$ cat config.mk
export PLATFORM = sky130hd
export DESIGN_NAME = mbfa_front_flat
export DESIGN_NICKNAME = d
export VERILOG_FILES = /design/src/sv/mbfa_pkg.sv /design/src/sv/mbfa_if.sv /design/src/sv/mbfa_front.sv /design/src/flat_wrapper.sv
export SDC_FILE = /design/constraint.sdc
export NUM_CORES = 1
export LEC_CHECK = 0
export BUFFER_PORTS_ARGS = -buffer_cell sky130_fd_sc_hd__buf_2
export CAP_MARGIN = 20
export CORE_MARGIN = 2
export CORE_UTILIZATION = 51
export DETAILED_ROUTE_END_ITERATION = 8
export PLACE_DENSITY = 0.85
export SETUP_SLACK_MARGIN = 0.5
export SLEW_MARGIN = 25
export SYNTH_ARGS = -nofsm -noshare
export SYNTH_HDL_FRONTEND = slang
export SYNTH_SLANG_ARGS = --single-unit
export TNS_END_PERCENT = 30
$ cat constraint.sdc
create_clock -name vclk -period 7.1
set_clock_uncertainty 0.05 [all_clocks]
set_input_delay 0.71 -clock vclk [all_inputs]
set_output_delay 0.71 -clock vclk [all_outputs]
set_load 0.02 [all_outputs]
$ cat src/sv/mbfa_pkg.sv
// ----------------------------------------------------------------------------
// mbfa_pkg
// shared types and constants for the multiword bit-field access block
// ----------------------------------------------------------------------------
package mbfa_pkg;

  localparam int unsigned STORE_WORDS_DEF = 1024;
  localparam int unsigned QUEUE_DEPTH     = 2;
  localparam int unsigned WORD_W          = 32;
  localparam int unsigned BIT_W           = 15;
  localparam int unsigned USED_W          = 11;
  localparam int unsigned OFF_W           = 5;

  typedef enum logic {
    OP_READ  = 1'b0,
    OP_WRITE = 1'b1
  } op_e;

  typedef struct packed {
    op_e               op;
    logic              err;
    logic              straddle;
    logic [OFF_W-1:0]  off;
    logic [WORD_W-1:0] fmask;
    logic [WORD_W-1:0] mask_lo;
    logic [WORD_W-1:0] mask_hi;
    logic [WORD_W-1:0] val_lo;
    logic [WORD_W-1:0] val_hi;
  } job_t;

endpackage

$ cat src/sv/mbfa_if.sv
// ----------------------------------------------------------------------------
// mbfa_if
// request and result channels of the multiword bit-field access block
// ----------------------------------------------------------------------------
interface mbfa_in_if import mbfa_pkg::*; ();
  logic              valid;
  logic              ready;
  logic              operation;
  logic [BIT_W-1:0]  low_bit;
  logic [BIT_W-1:0]  end_bit;
  logic [WORD_W-1:0] write_value;

  modport source (output valid, operation, low_bit, end_bit, write_value, input ready);
  modport sink   (input valid, operation, low_bit, end_bit, write_value, output ready);
endinterface


$ cat src/sv/mbfa_front.sv
// ----------------------------------------------------------------------------
// mbfa_front
// accepts requests, checks the field range and builds masks and addresses
// ----------------------------------------------------------------------------
module mbfa_front import mbfa_pkg::*; #(
  parameter int unsigned STORE_WORDS = STORE_WORDS_DEF
) (
  mbfa_in_if.sink                          in_i,
  input  logic                             clearing_i,
  input  logic                             q_full_i,
  output logic                             push_o,
  output job_t                             job_o,
  output logic [$clog2(STORE_WORDS)-1:0]   addr_o
);

  localparam int unsigned AW = $clog2(STORE_WORDS);
  localparam logic [31:0] BIT_LIMIT = 32'(STORE_WORDS * WORD_W);

  logic [BIT_W-1:0]  diff;
  logic [6:0]        span;
  logic [31:0]       blk32;
  logic [WORD_W-1:0] fmask;
  logic [63:0]       m64;
  logic [63:0]       v64;
  logic              bad;

  assign in_i.ready = !clearing_i && !q_full_i;
  assign push_o     = in_i.valid && in_i.ready;

  always_comb begin
    diff  = in_i.end_bit - in_i.low_bit;
    bad   = (in_i.end_bit < in_i.low_bit) || (diff > BIT_W'(WORD_W - 1))
         || ({17'd0, in_i.end_bit} >= BIT_LIMIT);
    span  = 7'(in_i.low_bit[OFF_W-1:0]) + 7'(diff[OFF_W-1:0]) + 7'd1;
    blk32 = {17'd0, in_i.low_bit} >> OFF_W;
    fmask = 32'hFFFF_FFFF >> (5'd31 - diff[OFF_W-1:0]);
    m64   = {32'd0, fmask} << in_i.low_bit[OFF_W-1:0];
    v64   = {32'd0, in_i.write_value & fmask} << in_i.low_bit[OFF_W-1:0];

    job_o.op       = op_e'(in_i.operation);
    job_o.err      = bad;
    job_o.straddle = (span > 7'(WORD_W));
    job_o.off      = in_i.low_bit[OFF_W-1:0];
    job_o.fmask    = fmask;
    job_o.mask_lo  = m64[31:0];
    job_o.mask_hi  = m64[63:32];
    job_o.val_lo   = v64[31:0];
    job_o.val_hi   = v64[63:32];
    addr_o         = blk32[AW-1:0];
  end

endmodule

$ cat src/flat_wrapper.sv
// flat-port wrapper written by rule: the top's interface ports become plain ports
module mbfa_front_flat import mbfa_pkg::*;
#(
  parameter int unsigned STORE_WORDS = STORE_WORDS_DEF
)
  (clearing_i, q_full_i, push_o, job_o, addr_o, in_i_valid, in_i_operation, in_i_low_bit, in_i_end_bit, in_i_write_value, in_i_ready);
  mbfa_in_if in_i_i ();
  input  logic clearing_i;
  input  logic q_full_i;
  output logic push_o;
  output job_t job_o;
  output logic [$clog2(STORE_WORDS)-1:0] addr_o;
  input wire logic [$bits(in_i_i.valid)-1:0] in_i_valid;
  input wire logic [$bits(in_i_i.operation)-1:0] in_i_operation;
  input wire logic [$bits(in_i_i.low_bit)-1:0] in_i_low_bit;
  input wire logic [$bits(in_i_i.end_bit)-1:0] in_i_end_bit;
  input wire logic [$bits(in_i_i.write_value)-1:0] in_i_write_value;
  output wire logic [$bits(in_i_i.ready)-1:0] in_i_ready;
  assign in_i_i.valid = in_i_valid;
  assign in_i_i.operation = in_i_operation;
  assign in_i_i.low_bit = in_i_low_bit;
  assign in_i_i.end_bit = in_i_end_bit;
  assign in_i_i.write_value = in_i_write_value;
  assign in_i_ready = in_i_i.ready;
  mbfa_front #(.STORE_WORDS(STORE_WORDS)) u_core (.in_i(in_i_i), .clearing_i(clearing_i), .q_full_i(q_full_i), .push_o(push_o), .job_o(job_o), .addr_o(addr_o));
endmodule
==> impl_metrics.json <==
{
  "grt_max_degree": 91,
  "nets": 1184,
  "postCtsSetupRepairBufs": 0,
  "ys_seq_area_frac": 0,
  "dp.final_hpwl_um": 19800,
  "drive_above_1_share": 0.279,
  "antenna_left": 0,
  "gp_congestion": 1.01,
  "io_buffers": 241,
  "layout.cells.non_filler": 1235,
  "met3_usage": 0.0563,
  "final.clkbuf_count": 0,
  "num-fill-cells": 1130,
  "crit_chain": "buf_2, inv_1, buf_4, fa_1, xnor2_2, buf_4, inv_2, nand2_1, nand4_1, a32oi_1, mux2_2, a211oi_1, a21oi_1, a221oi_1, buf_2",
  "drv_slew": 0,
  "ff_latch_area_um2": 0,
  "holdPathStages": 0,
  "cts_resized": 0,
  "switching_power_w": 0.000718,
  "gr-total-overflow": 0,
  "hold_buffers": 0,
  "finalWorstSetupSlack_ns": 1.36,
  "hp-class": "input pin to output port",
  "grt_pass1_wl_um": 40200,
  "viasPerCell": 6.80,
  "die_h_um": 111,
  "die_w_um": 111,
  "hold_end": "job_o[167]",
  "antenna_found_initial": 0,
  "postSynthAreaPerCell_um2": 6.15,
  "p_int_w": 0.000349,
  "num_antenna_cells": 0,
  "ys_types": 75,
  "tns_ns": 0,
  "max_stage_delay_ns": 0.61,
  "area_growth_pct": 17.3,
  "initial_utilization": 0.529,
  "swShare": 0.673,
  "power_frac_seq": 0,
  "tightestPinTransition_ns": 0.959,
  "timing.final.crit_share": 0.808,
  "fin_crit_ns": 5.74,
  "power_w": 0.00107,
  "start_kind": "input pin",
  "wirelength_um": 26000,
  "pre_cts_ws_ns": 1.37,
  "peakVddDrop_mv": 0.105,
  "rsz0062_at_grt": "no",
  "fp-row-count": 38,
  "seq_cell_count": 0,
  "cap_violations": 0,
  "power_leakage_nw": 3.15,
  "finalHoldViolations": 0,
  "drc": 0,
  "crit_fanout": 41,
  "firstDrtPassIters": 6,
  "grtUsageMet1": 0.508,
  "ioPinCount": 246,
  "post_drt_wl_per_cell_um": 21.1,
  "worst_hold_startpoint": "in_i_operation",
  "ys_warn_count": 0,
  "syn_area_um2": 5810,
  "grt.busiest_layer": "met2",
  "cp-end-kind": "output port",
  "met2_usage": 0.665,
  "max_freq_mhz": 174,
  "num_vias": 8403,
  "slew_headroom": 0.353,
  "critical-path-slowest-cell": "a211oi_1",
  "crit_arrival_ns": 4.98,
  "die-area_um2": 12300,
  "grt_util_all_layers": 0.394,
  "dpl.cell_count": 1234,
  "pwr-share-clk": 0,
  "power_frac_comb": 1.000,
  "finalSetupViolCount": 0,
  "synth_cells": 945,
  "required_ns": 6.34,
  "drtIter0Drc": 1491,
  "status": "finished, final reports clean",
  "worstSetupPathType": "input pin to output port",
  "core_area_um2": 11000,
  "grt_pass1_vias": 7536,
  "power_density_nw_per_um2": 157
}
-- routing by layer --
layer	routed length, um	part of all wire
met1	10000	0.39
met4	1180	0.045
met3	2740	0.11
met2	12100	0.46
met5	0	0
-- layout by cell type (no fill, tap or decap), types with 11 or more instances in the layout --
cell,n
mux2_2,13
a31oi_1,13
mux4_2,15
and3_1,11
nand3_1,27
inv_1,25
buf_2,241
o211ai_1,13
and2_1,22
nor2_1,135
o21ai_0,75
a21oi_1,62
a32oi_1,12
nand2_1,97
nor3_1,39
nor2b_1,19
o22ai_1,19
mux2i_1,23
a211oi_1,20
a21o_1,16
ha_1,20
buf_4,15
-- critical path: cells and delay by family --
kind / cells / cell delay (ns)
buf+inv: 6 / 1.23
fa+ha+maj: 1 / 0.53
xor+xnor: 1 / 0.17
compound gates: 4 / 1.33
mux: 1 / 0.39
simple gates: 2 / 0.60
-- synth_stat cells (all sizes together), types with 23 or more instances --
cell type / number / area [um^2]
mux2i: 23 / 230
clkbuf: 62 / 233
and2: 23 / 144
nor2: 136 / 518
a21oi: 62 / 310
nand3: 27 / 135
buf: 46 / 288
inv: 30 / 113
nand2: 97 / 364
o21ai: 79 / 399
nor3: 39 / 195
-- power groups by stage --
stage / Combinational [W] / Sequential (W) / Clock (W)
after global placement: 0.00102 / 0 / 0
after global routing: 0.00113 / 0 / 0
after detailed placement: 0.00103 / 0 / 0
after floorplan: 0.000741 / 0 / 0
after CTS: 0.00103 / 0 / 0
final: 0.00107 / 0 / 0
-- how the worst max path moves through the flow --
stage          slack [ns]  cells past startpoint         to            start
2_1_floorplan        1.46                     14  job_o[62]  in_i_low_bit[2]
3_3_place_gp         1.41                     15   job_o[1]  in_i_low_bit[1]
3_5_place_dp         1.37                     13  job_o[58]  in_i_low_bit[3]
4_1_cts              1.34                     13  job_o[58]  in_i_low_bit[3]
5_1_grt              1.17                     15   job_o[1]  in_i_low_bit[1]
6_report             1.36                     15   job_o[1]  in_i_low_bit[1]
-- per-stage QoR --
| step | util | hold slack (ns) | instance area [um^2] |
|---|---|---|---|
| floorplan | - | 1.45 | 5810 |
| global placement | 0.618 | 1.37 | 6790 |
| detailed placement | 0.618 | 1.37 | 6790 |
| CTS | 0.618 | 1.37 | 6790 |
| global route | 0.620 | 1.37 | 6810 |
| finish | 0.620 | 1.37 | 6810 |
-- final cells by class --
cell class,instances,area [um^2],area share
inverter,32,120,0.0176
tap,140,175,0.0257
multi-input combinational,806,5170,0.759
timing repair buffer,257,1350,0.198
-- cells by family after synthesis --
family,share of synthesized area
AND/OR/NAND/NOR,0.304
other,0.00129
buffers and inverters,0.110
adder cells (fa/ha/maj),0.0500
AO/OA/AOI/OAI,0.398
multiplexers,0.126
XOR/XNOR,0.0106
(Power assumes the default switching activity.)
