--- src/sv/mbfa_pkg.sv ---
// ----------------------------------------------------------------------------
// mbfa_pkg
// shared types and constants for the multiword bit-field access block
// ----------------------------------------------------------------------------
package mbfa_pkg;

  localparam int unsigned STORE_WORDS_DEF = 1024;
  localparam int unsigned QUEUE_DEPTH     = 2;
  localparam int unsigned WORD_W          = 32;
  localparam int unsigned BIT_W           = 15;
  localparam int unsigned USED_W          = 11;
  localparam int unsigned OFF_W           = 5;

  typedef enum logic {
    OP_READ  = 1'b0,
    OP_WRITE = 1'b1
  } op_e;

  typedef struct packed {
    op_e               op;
    logic              err;
    logic              straddle;
    logic [OFF_W-1:0]  off;
    logic [WORD_W-1:0] fmask;
    logic [WORD_W-1:0] mask_lo;
    logic [WORD_W-1:0] mask_hi;
    logic [WORD_W-1:0] val_lo;
    logic [WORD_W-1:0] val_hi;
  } job_t;

endpackage

--- src/sv/mbfa_queue.sv ---
// ----------------------------------------------------------------------------
// mbfa_queue
// short fifo between the classifier and the store sequencer
// ----------------------------------------------------------------------------
module mbfa_queue import mbfa_pkg::*; #(
  parameter int unsigned DATA_W = 8
) (
  input  logic              clk_i,
  input  logic              rst_ni,
  input  logic              push_i,
  output logic              full_o,
  input  logic [DATA_W-1:0] data_i,
  input  logic              pop_i,
  output logic              nonempty_o,
  output logic [DATA_W-1:0] data_o
);

  localparam int unsigned PW = (QUEUE_DEPTH > 1) ? $clog2(QUEUE_DEPTH) : 1;
  localparam int unsigned CW = $clog2(QUEUE_DEPTH + 1);

  logic [DATA_W-1:0] slot_q [QUEUE_DEPTH];
  logic [PW-1:0]     wr_q, wr_d, rd_q, rd_d;
  logic [CW-1:0]     cnt_q, cnt_d;

  assign full_o     = (cnt_q == CW'(QUEUE_DEPTH));
  assign nonempty_o = (cnt_q != '0);
  assign data_o     = slot_q[rd_q];

  always_comb begin
    wr_d  = wr_q;
    rd_d  = rd_q;
    cnt_d = cnt_q;
    if (push_i) begin
      wr_d = (wr_q == PW'(QUEUE_DEPTH - 1)) ? '0 : wr_q + 1'b1;
    end
    if (pop_i) begin
      rd_d = (rd_q == PW'(QUEUE_DEPTH - 1)) ? '0 : rd_q + 1'b1;
    end
    if (push_i && !pop_i) begin
      cnt_d = cnt_q + 1'b1;
    end else if (pop_i && !push_i) begin
      cnt_d = cnt_q - 1'b1;
    end
  end

  always_ff @(posedge clk_i or negedge rst_ni) begin
    if (!rst_ni) begin
      wr_q  <= '0;
      rd_q  <= '0;
      cnt_q <= '0;
    end else begin
      wr_q  <= wr_d;
      rd_q  <= rd_d;
      cnt_q <= cnt_d;
    end
  end

  always_ff @(posedge clk_i) begin
    if (push_i) begin
      slot_q[wr_q] <= data_i;
    end
  end

endmodule

--- config.mk ---
export PLATFORM = sky130hd
export DESIGN_NAME = mbfa_queue
export DESIGN_NICKNAME = d
export VERILOG_FILES = /design/src/sv/mbfa_pkg.sv /design/src/sv/mbfa_queue.sv
export SDC_FILE = /design/constraint.sdc
export NUM_CORES = 1
export LEC_CHECK = 0
export ABC_CLOCK_PERIOD_IN_PS = 1800
export BUFFER_PORTS_ARGS = -buffer_cell sky130_fd_sc_hd__buf_2
export CAP_MARGIN = 20
export CORE_UTILIZATION = 35
export CTS_CLUSTER_DIAMETER = 150
export CTS_CLUSTER_SIZE = 10
export DETAILED_ROUTE_END_ITERATION = 8
export MAX_ROUTING_LAYER = met4
export PLACE_DENSITY_LB_ADDON = 0.08
export SKIP_LAST_GASP = 1
export SYNTH_ARGS = -nofsm -noshare
export SYNTH_HDL_FRONTEND = slang
export SYNTH_SLANG_ARGS = --single-unit
--- constraint.sdc ---
create_clock -name clk_i -period 1.8 [get_ports clk_i]
set_clock_uncertainty 0.2 [all_clocks]
set_input_delay 0.27 -clock clk_i [delete_from_list [all_inputs] [get_ports clk_i]]
set_output_delay 0.27 -clock clk_i [all_outputs]
set_load 0.1 [all_outputs]
==> flow_summary_export.csv, run 1 <==
group,metric,value,unit
status,status,"finished, violations left",
status,failed_checks,"setup timing",
floorplan,rows,16,
timing,finalHoldWorstSlack,90.5,ps
global_routing,gr-total-overflow,0,
setup_path,setup.worst_path.end_class,"output port",
detailed_routing,drcViolationCount,0,
floorplan,floorplan.die.height,49,um
timing,timing_worst_slew_pin_value,389,ps
setup_path,critical_path_arrival,1340,ps
setup_path,max_stage_delay,420,ps
timing,grt_setup_unrepaired,"yes",
global_routing,initial_antenna_violation_count,0,
logic_synthesis,ys_warn_count,0,
logic_synthesis,yosysTopAreaCellShare,0.621,
logic_synthesis,synth-compound-area-share,0,
setup_path,destination_of_the_worst_register_to_register_timing_path,"slot_q[1][1]",
setup_path,startpoint_type,"flip-flop",
logic_synthesis,synth_top_family_by_area,"multiplexers",
setup_path,timing.critical_path.cells,"buf_6 > mux2_4 > buf_12",
logic_synthesis,netlist.top_cell.by_area,"edfxtp_1",
run,drv.max_cap_violation_count,0,
logic_synthesis,synth.net_count,54,
cts,clk_pin_slew,110,ps
logic_synthesis,syn-mean-instance-area,18.9,sq um
timing,setup_slack,-8.35,ps
setup_path,critPathRequiredTime,1330,ps
cts,cts_sinks,20,
detailed_routing,totalWireLength,1300,um
logic_synthesis,synth_simple_gate_area_share,0.0405,
global_routing,grt_pass1_vias,489,
setup_path,critical_path.top_delay_family,"flip-flops",
timing,drv_slew,0,
logic_synthesis,post_synth_mux_area_share,0.117,
logic_synthesis,synthesis.instances,41,
cts,clk_root_buffer_cell,"clkbuf_4",
timing,fmaxAchievable,553,MHz
logic_synthesis,synthXorXnorAreaFrac,0.0566,
timing,final.period_utilization,1.00,
detailed_routing,drt-pass1-iter-count,3,
setup_path,reg2reg_depth,1,
placement,detailedPlacementHpwl,833,um
placement,routabilityCongestion,0.638,
floorplan,die_w,49,um
logic_synthesis,yosysUniqueCellTypes,13,
detailed_routing,antenna_left,0,
floorplan,fp.dieArea,2400,sq um
setup_path,critical_path.max_fanout,5,
hold_path,holdCritPathClass,"in -> async",
cts,insertion_delay,290,ps
floorplan,floorplan.core_area,2020,sq um
detailed_routing,initialDrtViolationCount,4,
placement,dpl_worst_slack,72.2,ps
cells_and_area,flow.area_growth_from_synthesis,59.9,%
timing,fin_setup_tns,-47.1,ps
placement,numPlacedInstances,89,
setup_path,r2r_setup_slack,510,ps
logic_synthesis,synthAdderAreaFrac,0.0162,
floorplan,ioPinCount,22,
detailed_routing,routed_via_count,467,
global_routing,global_route_usage_over_all_layers,0.124,
setup_path,crit_type,"reg -> out",
floorplan,start_util,0.382,
cts,tritoncts.num_buffers,3,
timing,final_critical_delay_including_setup_and_external_delays,1810,ps
global_routing,grt_first_pass_wirelength,2110,um
cells_and_area,fraction_of_layout_cells_with_a_size_suffix_above_1,0.500,
logic_synthesis,synth_area_leaders,"edfxtp_1, dfrtp_1, mux2_2",
cells_and_area,final_cell_count_no_fill,107,
logic_synthesis,postSynthRegisterBits,20,
cells_and_area,insertedDiodeCount,0,
setup_path,critical-path-slowest-cell,"dfrtp_2",
cts,tritoncts_clock_tree,"yes",
timing,setup-violations-final,8,
global_routing,grt_start_max_net_pins,13,
timing,final_hold_viol_count,0,
detailed_routing,routed_wire_length_per_instance,12.1,um
cts,cts_buffer_depth,2,
cells_and_area,fin_nets,94,
detailed_routing,vias_per_cell,4.36,
timing,timing.max_slew.rel_slack,0.741,
logic_synthesis,syn-cell-area,773,sq um
setup_path,crit_buf_inv,2,
placement,port-buffer-count,21,
logic_synthesis,synth.yosys.seq_area_share,0.751,
cts,h_tree_depth_reported_by_cts,1,
setup_path,worstReg2RegStart,"wr_q",
==> cell usage in the layout (no fill, tap or decap), types with 2 or more instances in the layout <==
| cell | instances |
|---|---|
| dfrtp_1 | 3 |
| clkbuf_4 | 3 |
| buf_2 | 11 |
| dlygate4sd3_1 | 11 |
| mux2_2 | 3 |
| edfxtp_1 | 16 |
| buf_6 | 2 |
| buf_8 | 2 |
| mux2_4 | 5 |
| xor2_1 | 4 |
| buf_4 | 4 |
| buf_12 | 6 |
==> worst max-delay path by stage <==
stage / startpoint / to / slack [ps] / cells after the start
after floorplan: rd_q / data_o[0] / 290 / 2
after global placement: rd_q / data_o[0] / 110 / 2
after detailed placement: rd_q / data_o[4] / 70 / 2
after CTS: rd_q / data_o[1] / -30 / 3
after global routing: rd_q / data_o[3] / -60 / 3
final: rd_q / data_o[5] / -8 / 3
==> cell type report <==
type | count | area, sq um
Clock buffer | 3 | 22.5
Sequential cell | 20 | 582
Clock inverter | 1 | 30.0
Tap cell | 27 | 33.8
Inverter | 1 | 3.75
Multi-Input combinational cell | 19 | 196
Timing Repair Buffer | 36 | 368
Fill cell | 160 | 786
==> cells by family (layout without fill, tap and decap cells) <==
family	count (synthesis)	in the layout
DFF	20	20
muxes	8	8
xor gates and xnor gates	5	5
and+or+nand+nor	5	5
buffers and inverters	2	41
adders and majority gates	1	1
==> synthesized netlist by cell type <==
cell       n
nor2_1     1
mux2_2     8
inv_1      1
or2_2      1
and2_1     1
and2b_2    1
edfxtp_1  16
ha_1       1
buf_6      1
xnor2_1    1
dfrtp_1    4
xor2_1     4
nor2b_1    1
==> registers in the layout, indices dropped and copies added (netlist names) <==
| name | cells |
|---|---|
| wr_q | 1 |
| rd_q | 1 |
| cnt_q | 2 |
| slot_q | 16 |
==> routing by layer <==
metal	track usage	vias up	routed length, um
met5	-	-	0
met4	0.0833	0	8
met3	0.0312	2	41
met2	0.204	14	701
met1	0.133	227	543
li1	-	224	-
==> through the flow <==
stage | cell area (sq um) | utilization
finish | 1240 | 0.611
global route | 1240 | 0.611
CTS | 1220 | 0.603
detailed placement | 923 | 0.457
global placement | 923 | 0.457
floorplan | 773 | -
==> what timing repair did <==
action | in CTS | in global routing
hold buffers | 11 | 0
endpoints found under the setup margin | 9 | 8
gates resized for setup | 34 | 4
buffers inserted | 3 | 0
hold endpoints to repair | 22 | 0
gates cloned | 0 | 0
Power of run 1 is not shown: default switching activity piles up to over one toggle a cycle in this logic, so the estimate is an artifact.
==> run 2, diff against run 1 <==
--- a/config.mk
+++ b/config.mk
@@ -8,12 +8,14 @@
 export ABC_CLOCK_PERIOD_IN_PS = 1800
 export BUFFER_PORTS_ARGS = -buffer_cell sky130_fd_sc_hd__buf_2
 export CAP_MARGIN = 20
+export CELL_PAD_IN_SITES_DETAIL_PLACEMENT = 0
+export CELL_PAD_IN_SITES_GLOBAL_PLACEMENT = 1
 export CORE_UTILIZATION = 35
 export CTS_CLUSTER_DIAMETER = 150
 export CTS_CLUSTER_SIZE = 10
 export DETAILED_ROUTE_END_ITERATION = 8
 export MAX_ROUTING_LAYER = met4
-export PLACE_DENSITY_LB_ADDON = 0.08
+export PLACE_DENSITY = 0.71
 export SKIP_LAST_GASP = 1
 export SYNTH_ARGS = -nofsm -noshare
 export SYNTH_HDL_FRONTEND = slang
==> run 2 against run 1 <==
Compared with the run above:
- the run still ends with setup timing left
- flip-flop and latch count stayed put
- hold slack gained 6.7 ps
- cell count increased by 0.93%
- die area stayed put
- sequential share of layout area down 0.33 points
- first-iteration DRC count shrank 50%
- via count shrank 2.4%
- setup slack worse by 7.2 ps
- critical path type unchanged
- critical endpoint is now data_o[6]
==> flow_summary_export.csv, run 2 (same netlist as run 1, synthesis figures left out) <==
group,metric,value,unit
cts,tritoncts.num_buffers,3,
global_routing,grt_first_pass_wirelength,2010,um
timing,timing_worst_slew_pin_value,381,ps
placement,routabilityCongestion,0.649,
cells_and_area,filler_cell_count,153,
timing,setup-violations-final,6,
floorplan,floorplan.die.height,49,um
setup_path,reg2reg_depth,1,
cts,clk_root_buffer_cell,"clkbuf_4",
placement,dpl_worst_slack,82.3,ps
hold_path,holdCritPathClass,"in -> async",
setup_path,critical_path_arrival,1350,ps
cts,clk_pin_slew,110,ps
setup_path,worstReg2RegStart,"wr_q",
floorplan,floorplan.core_area,2020,sq um
setup_path,crit_type,"reg -> out",
cts,insertion_delay,290,ps
cts,cts_sinks,20,
cells_and_area,fin_nets,95,
setup_path,critPathRequiredTime,1330,ps
cells_and_area,flow.area_growth_from_synthesis,61.0,%
detailed_routing,initialDrtViolationCount,2,
status,status,"finished, violations left",
placement,postPlaceCellArea,931,sq um
detailed_routing,totalWireLength,1360,um
cells_and_area,number_of_flip_flops_under_the_largest_register_name,16,
detailed_routing,vias_per_cell,4.22,
timing,final_hold_viol_count,0,
cts,tritoncts_clock_tree,"yes",
cells_and_area,final_cell_count_no_fill,108,
cells_and_area,layout_commonest_cell,"edfxtp_1",
floorplan,ioPinCount,22,
cells_and_area,insertedDiodeCount,0,
timing,final.period_utilization,1.01,
detailed_routing,routed_wire_length_per_instance,12.5,um
setup_path,critical_path.max_fanout,5,
global_routing,grt_start_max_net_pins,13,
timing,final_critical_delay_including_setup_and_external_delays,1820,ps
global_routing,gr-total-overflow,0,
setup_path,destination_of_the_worst_register_to_register_timing_path,"slot_q[1][1]",
placement,numPlacedInstances,90,
global_routing,global_route_usage_over_all_layers,0.121,
detailed_routing,routed_via_count,456,
status,failed_checks,"setup timing",
setup_path,startpoint_type,"flip-flop",
floorplan,fp.dieArea,2400,sq um
floorplan,start_util,0.382,
placement,detailedPlacementHpwl,831,um
global_routing,grt_pass1_vias,426,
cts,h_tree_depth_reported_by_cts,1,
timing,drv_slew,0,
cts,cts_buffer_depth,2,
cells_and_area,max_flop_register,"slot_q",
placement,port-buffer-count,21,
setup_path,cp-startpoint,"rd_q",
setup_path,setup.worst_path.end_class,"output port",
timing,fin_setup_tns,-34.1,ps
setup_path,r2r_setup_slack,510,ps
timing,grt_setup_unrepaired,"yes",
timing,timing.max_slew.rel_slack,0.746,
cells_and_area,fraction_of_layout_cells_with_a_size_suffix_above_1,0.506,
detailed_routing,drcViolationCount,0,
detailed_routing,antenna_left,0,
cells_and_area,most_used_cells_in_the_layout_excluding_fill_and_tap_cells,"edfxtp_1, dlygate4sd3_1, buf_2",
cells_and_area,registers_with_the_highest_flip_flop_counts,"slot_q: 16 flops, cnt_q: 2 flops",
floorplan,die_w,49,um
global_routing,initial_antenna_violation_count,0,
detailed_routing,drt-pass1-iter-count,4,
run,drv.max_cap_violation_count,0,
timing,fmaxAchievable,551,MHz
timing,setup_slack,-15.5,ps
cells_and_area,layout.cell_area.non_filler,1240,sq um
floorplan,rows,16,
-- run 2: layer usage --
layer	GRT usage	wire [um]	part of all wire
met4	0.0735	22	0.016
met1	0.145	586	0.43
met2	0.185	707	0.52
met3	0.0280	38	0.028
met5	-	0	0
-- run 2: cell type report --
type | instances | area, sq um | area share
clock buffer | 3 | 22.5 | 0.0181
inverter | 1 | 3.75 | 0.00302
timing repair buffer | 37 | 377 | 0.303
tap | 27 | 33.8 | 0.0271
clock inverter | 1 | 30.0 | 0.0241
multi-input combinational | 19 | 196 | 0.158
sequential | 20 | 582 | 0.467
-- run 2: worst max path at each step --
stage	to	slack (ps)	cells past startpoint
floorplan	data_o[0]	290	2
global placement	data_o[4]	90	2
detailed placement	data_o[6]	80	2
CTS	data_o[6]	-9	3
global route	data_o[6]	-70	3
finish	data_o[6]	-20	3
-- run 2: stage by stage --
step	util	hold WS, ps
finish	0.616	97.2
global placement	0.460	-117
global route	0.616	91.8
floorplan	-	-226
detailed placement	0.460	-121
CTS	0.587	90.6
-- run 2: timing repair --
action,CTS,global route
resized for setup,23,15
setup endpoints to repair,8,9
setup buffers,3,0
hold buffers,11,0
pin swaps,0,0
endpoints found under the hold margin,22,0
-- run 2: critical path, cell delays in order (launching register included) --
cell and delay [ps]:
dfrtp_2 420, buf_6 140, mux2_4 320, buf_12 170
Power of run 2 is left out for the same reason.
